==> config.mk <==
export PLATFORM = sky130hd
export DESIGN_NAME = shr_coef
export DESIGN_NICKNAME = d
export VERILOG_FILES = /design/src/design/shr_pkg.sv /design/src/design/shr_coef.sv
export SDC_FILE = /design/constraint.sdc
export NUM_CORES = 2
export LEC_CHECK = 0
export ABC_AREA = 0
export CAP_MARGIN = 20
export CORE_UTILIZATION = 60
export DETAILED_ROUTE_END_ITERATION = 8
export DONT_BUFFER_PORTS = 1
export PLACE_DENSITY_LB_ADDON = 0.1
export SETUP_SLACK_MARGIN = 0.3
export SLEW_MARGIN = 20
export SYNTH_ARGS = -nofsm -noshare
export SYNTH_HDL_FRONTEND = slang
export SYNTH_SLANG_ARGS = --single-unit
==> constraint.sdc <==
create_clock -name clk_i -period 7 [get_ports clk_i]
set_input_delay 0.7 -clock clk_i [delete_from_list [all_inputs] [get_ports clk_i]]
set_output_delay 0.7 -clock clk_i [all_outputs]
set_load 0.02 [all_outputs]
==> src/design/shr_pkg.sv <==
package shr_pkg;

  localparam int KFRAC          = 16;
  localparam int K_HALF         = 1 << (KFRAC - 1);
  localparam int PHASE_INT_BITS = 5;
  localparam int MU_W           = 21;
  localparam int SQ_W           = 25;
  localparam int CU_W           = 29;
  localparam int COEF_W         = 32;
  localparam int COEF_STAGES    = 4;
  localparam int MAX_RESULTS    = 64;
  localparam int CNT_W          = $clog2(MAX_RESULTS);

  localparam logic [MU_W-1:0] MU_CLAMP = MU_W'(17 << KFRAC);

  typedef struct packed {
    logic signed [COEF_W-1:0] e0;
    logic signed [COEF_W-1:0] e1;
    logic signed [COEF_W-1:0] e2;
    logic signed [COEF_W-1:0] e3;
  } coef_t;

endpackage

==> src/design/shr_coef.sv <==
module shr_coef import shr_pkg::*; (
  input  logic            clk_i,
  input  logic            adv_i,
  input  logic [MU_W-1:0] mu_i,
  output coef_t           coef_o
);

  localparam int XW = COEF_W + 2;

  logic [MU_W-1:0]        mu_q [3];
  logic [SQ_W-1:0]        sq_q [2];
  logic [CU_W-1:0]        cu_q;
  coef_t                  coef_q;
  logic [2*MU_W-1:0]      sqp;
  logic [SQ_W+MU_W-1:0]   cup;
  logic signed [XW-1:0]   m1, m2, m3, t0, t1, t2, t3;
  coef_t                  coef_d;

  assign sqp = (2*MU_W)'(mu_q[0]) * (2*MU_W)'(mu_q[0]) + (2*MU_W)'(K_HALF);
  assign cup = (SQ_W+MU_W)'(sq_q[0]) * (SQ_W+MU_W)'(mu_q[1]) + (SQ_W+MU_W)'(K_HALF);

  // The factor one half of both slopes is folded in by doubling e0 and e3.
  always_comb begin
    m1 = XW'(mu_q[2]);
    m2 = XW'(sq_q[1]);
    m3 = XW'(cu_q);
    t0 = (m3 <<< 2) - (m2 <<< 2) - (m2 <<< 1) + (XW'(1) <<< (KFRAC + 1));
    t1 = m3 - (m2 <<< 1) + m1;
    t2 = m3 - m2;
    t3 = (m2 <<< 2) + (m2 <<< 1) - (m3 <<< 2);
    coef_d.e0 = t0[COEF_W-1:0];
    coef_d.e1 = t1[COEF_W-1:0];
    coef_d.e2 = t2[COEF_W-1:0];
    coef_d.e3 = t3[COEF_W-1:0];
  end

  always_ff @(posedge clk_i) begin
    if (adv_i) begin
      mu_q[0] <= mu_i;
      mu_q[1] <= mu_q[0];
      mu_q[2] <= mu_q[1];
      sq_q[0] <= sqp[KFRAC +: SQ_W];
      sq_q[1] <= sq_q[0];
      cu_q    <= cup[KFRAC +: CU_W];
      coef_q  <= coef_d;
    end
  end

  assign coef_o = coef_q;

endmodule

-- After elaboration in Yosys (flattened, before gate mapping)
Memory sizes are Yosys's and may differ from the RTL's.
Index checks and enable logic that the tools add are counted.
- logic and storage cells: 21
- bits in writable memories: 113
- memories: 2
- bits in registers: 157
- memory list (memory ; depth ; bits a word ; rd ports ; clocked after Yosys merged registers in ; write ports ; RTL line ; source):
    mu_q ; 3 ; 21 ; 3 ; 0 ; 3 ; shr_coef.sv:10 ; logic [MU_W-1:0] mu_q [3];
    sq_q ; 2 ; 25 ; 2 ; 0 ; 2 ; shr_coef.sv:11 ; logic [SQ_W-1:0] sq_q [2];
- multipliers: 2
- $add $sub $neg: 10
- multiplexer cells: 2
- operators by type and width (kind ; number):
    $add 45x16->45 const B ; 1
    $mul 25x21->45 ; 1
    $add 41x16->41 const B ; 1
    $mul 21x21->41 ; 1
    $add 32x19->32 const B ; 1
    $sub 28x31->32 ; 1
    $sub 31x27->32 ; 1
    $sub 32x27->32 ; 1
    $add 30x22->31 ; 1
    $sub 29x25->30 ; 1
    $sub 29x26->30 ; 1
    $add 27x26->28 ; 1
    $mux 1 ; 2

-- Depth between registers and ports, before layout
An unclocked memory read counts as a cell.
- depth after elaboration: 4
- mapped depth: 28
- depth with buffers taken out: 27

-- Least setup slack after synthesis
OpenSTA, ideal clock, no wires.
- path kind: register to register
- start point: memory mu_q[1][2] (netlist: mu_q[0][23])
- end point: register cu_q[17] (data pin)
- arrival time: 6580 ps
- buffers on the path: 2
- stages on the path, launching flop included: 23
- setup time: 258 ps
- setup slack: 163 ps
- data required time: 6742 ps
- path through: edfxtp_1 > clkbuf_1 > clkbuf_1 > nand2_1 > fa_1 > fa_1 > fa_1 > inv_1 > fa_1 > fa_1 > fa_1 > fa_1 > ha_1 > and3_1 > and2_1 > a221o_1 > a211oi_1 > o21ai_0 > a311oi_1 > o21bai_1 > a21o_1 > a21oi_1 > xnor2_1
- RTL lines (element ; RTL line ; source):
    from (decl) ; shr_coef.sv:10 ;
    to (signal assigned) ; shr_coef.sv:44 ; cu_q <= cup[KFRAC +: CU_W];
    to (decl) ; shr_coef.sv:12 ; logic [CU_W-1:0] cu_q;

==> impl_metrics.env <==
export IMPL_viasPerCell=5.36
export IMPL_synth_top_area_cell="fa_1"
export IMPL_root_buffer="clkbuf_16"
export IMPL_setup_ws_ps=78.3
export IMPL_grt_pass1_vias=33100
export IMPL_slowest_delay_ps=570
export IMPL_finish_utilization_pct=68.8
export IMPL_drive_gt1_share_pct=12.8
export IMPL_synth_edff_count=264
export IMPL_critPathKind="reg -> reg"
export IMPL_cts_made_buffers=35
export IMPL_rows=99
export IMPL_synth_cell_types=72
export IMPL_max_clock_freq_mhz=144
export IMPL_ctsHtreeMaxLevel=2
export IMPL_yosys_area_top_type_share_pct=34.8
export IMPL_nets=6119
export IMPL_tightestPinTransition_ps=752
export IMPL_ios=151
export IMPL_min_to="mu_q[0][2]"
export IMPL_cpMostUsedCell="fa_1"
export IMPL_grt_pass1_wl_um=167000
export IMPL_cp_start_kind="register"
export IMPL_drtAntennaViolNets=0
export IMPL_hold_path_depth=0
export IMPL_grt_usage_pct=28.1
export IMPL_routabilityCongestion=0.919
export IMPL_clockBufferDepth=3
export IMPL_worstPathRequired_ps=7320
export IMPL_hp_start="mu_i[2]"
export IMPL_drt_iter0_markers=1595
export IMPL_synth_seq_cells=264
export IMPL_crit_family="adder cells"
export IMPL_async_flop_share_pct=0
export IMPL_dieArea_sq_um=75600
export IMPL_synth_seq_area_share_pct=17.7
export IMPL_wl_um=103000
export IMPL_antenna_cells=0
export IMPL_hp_class="in -> reg"
export IMPL_synth_area_mux_share_pct=0.0476
export IMPL_slowest_stage="fa_1"
export IMPL_synth_top_family_by_area="adder cells"
export IMPL_synthToLayoutAreaGrowth_pct=12.9
export IMPL_synth_area_sq_um=44700
export IMPL_grt_overflow=0
export IMPL_tritoncts="built"
export IMPL_dp_cells=5645
export IMPL_synth_adder_area_share_pct=49.1
export IMPL_syn_area_per_cell_sq_um=9.81
export IMPL_cts_hold_buffers=0
export IMPL_place_ws_ps=-240
export IMPL_core_area_sq_um=73300
export IMPL_synth_area_leaders="fa_1 35%, edfxtp_1 18%, ha_1 14%"
export IMPL_post_route_period_util_pct=98.9
export IMPL_clkSlewWorstSetupHoldPaths_ps=60
export IMPL_synth_simple_gate_area_share_pct=12.0
export IMPL_grt_max_degree=265
export IMPL_cp_arrival_ps=7250
export IMPL_outcome="finished with violations"
export IMPL_start_util_pct=60.9
export IMPL_rr_endpoint="cu_q[26]"
export IMPL_routedWlPerCell_um=17.7
export IMPL_clock_latency_ps=590
export IMPL_finClkSkew_ps=29.5
export IMPL_rrSetupSlack_ps=80
export IMPL_rsz0062_at_grt="yes"
export IMPL_syn_instance_count=4555
export IMPL_synth_xor_area_share_pct=3.51
export IMPL_port_buffers=0
export IMPL_dr_pass1_iters=9
export IMPL_slew_headroom_pct=48.6
export IMPL_die_w_um=275
export IMPL_synth_common_cells="1,115 x inv_1, 776 x fa_1, 512 x ha_1"
export IMPL_path_max_fanout=5
export IMPL_dp_hpwl_um=84300
export IMPL_ff2ff_path_depth=24
export IMPL_reg2reg_from="mu_q[0][24]"
export IMPL_setup_violations_final=0
export IMPL_finalCriticalPeriod_ps=6920
export IMPL_maxCapViolations=0
export IMPL_crit_buf_inv=6
export IMPL_final_cells=5793
export IMPL_synth_warnings=0
export IMPL_vias=31000
export IMPL_synth_ff_type="edfxtp_1"
export IMPL_cts_sinks=264
export IMPL_path_cells="buf_4, buf_6, and2_4, fa_2, fa_1, inv_1, fa_1, inv_2, fa_1, fa_1, fa_1, fa_1, ha_4, a21oi_1, nand2_2, a221o_1, a211oi_4, or2_4, a211oi_4, o211ai_1, buf_4, o21ai_4, buf_6, xor2_1"
export IMPL_drv_slew=0
export IMPL_hold_viol_final=0
export IMPL_fill_cells=5643
export IMPL_antenna_found_initial=1
export IMPL_violations="design-rule violations"
export IMPL_die_y_um=275
export IMPL_synth_most_common_cell="inv_1"
export IMPL_synth_compound_area_share_pct=6.90
export IMPL_drc=19
export IMPL_crit_path_end_kind="register"
[placed cells by master (no fill, tap or decap), drive strengths merged, types with 12 or more instances in the layout]
cell type,Yosys,routed
clkinv,0,13
a21o,79,79
nand2b,18,18
nand3,27,27
nor2,112,112
nor2b,26,26
a21oi,148,148
xor2,51,51
fa,776,776
nand2,457,457
edfxtp,264,264
buf,10,363
a31oi,12,12
o21ai,68,68
ha,512,512
or2,15,15
and2,339,339
xnor2,128,128
nor3,36,36
o21a,29,29
nand4,24,24
o21bai,24,24
a211oi,13,13
clkbuf,138,39
o211ai,15,15
inv,1115,1121
[flip-flops by register name (all words and copies together) (netlist names)]
name / flops
coef_o: 122
mu_q: 63
sq_q: 50
cu_q: 29
[kinds of logic after synthesis]
| kind of cell | count (synthesis) |
|---|---|
| AO/OA/AOI/OAI | 467 |
| XOR/XNOR | 179 |
| adder cells (fa/ha/maj) | 1288 |
| buffers and inverters | 1263 |
| flip-flops | 264 |
| multiplexers | 2 |
| other | 1 |
| AND/OR/NAND/NOR | 1091 |
[layout make-up]
cell class	count	area (sq um)	share of cell area (%)
clock buffer	39	891	1.77
clock inverter	24	250	0.496
multi-input combinational	3029	32800	65.1
sequential	264	7930	15.7
timing repair buffer	363	3150	6.25
tap	959	1200	2.38
inverter	1115	4190	8.30
[how the worst max path moves through the flow]
stage | start | slack, ps | depth (start not counted) | end
after floorplan | mu_q[0][24] | 290 | 24 | cu_q[25]
after global placement | mu_q[0][30] | -160 | 22 | cu_q[17]
after detailed placement | sq_q[0][11] | -240 | 23 | cu_q[17]
after CTS | mu_q[0][26] | 180 | 24 | cu_q[28]
after global routing | mu_q[0][24] | -90 | 24 | cu_q[26]
final | mu_q[0][24] | 80 | 24 | cu_q[26]
[metal layers]
layer	up-vias	track usage [%]	part of all wire [%]
li1	14500	-	-
met1	15600	36.8	43
met2	726	48.9	49
met3	149	4.07	5.0
met4	0	7.18	2.5
met5	-	0	0
[metrics by stage]
step                hold slack (ps)  setup TNS [ps]  cell area, sq um
floorplan                       424               0             44700
global placement                545           -1270             47600
detailed placement              550           -2510             47600
CTS                             177               0             49800
global route                    183            -653             50500
finish                          201               0             50500
[timing repair]
item                                    CTS  global route
endpoints found under the setup margin   31            36
gates resized for setup                 160           108
buffers inserted                         64            21
pin swaps                               121            95
Power is not shown: default switching activity piles up to over one toggle a cycle in this logic, so the estimate is an artifact.
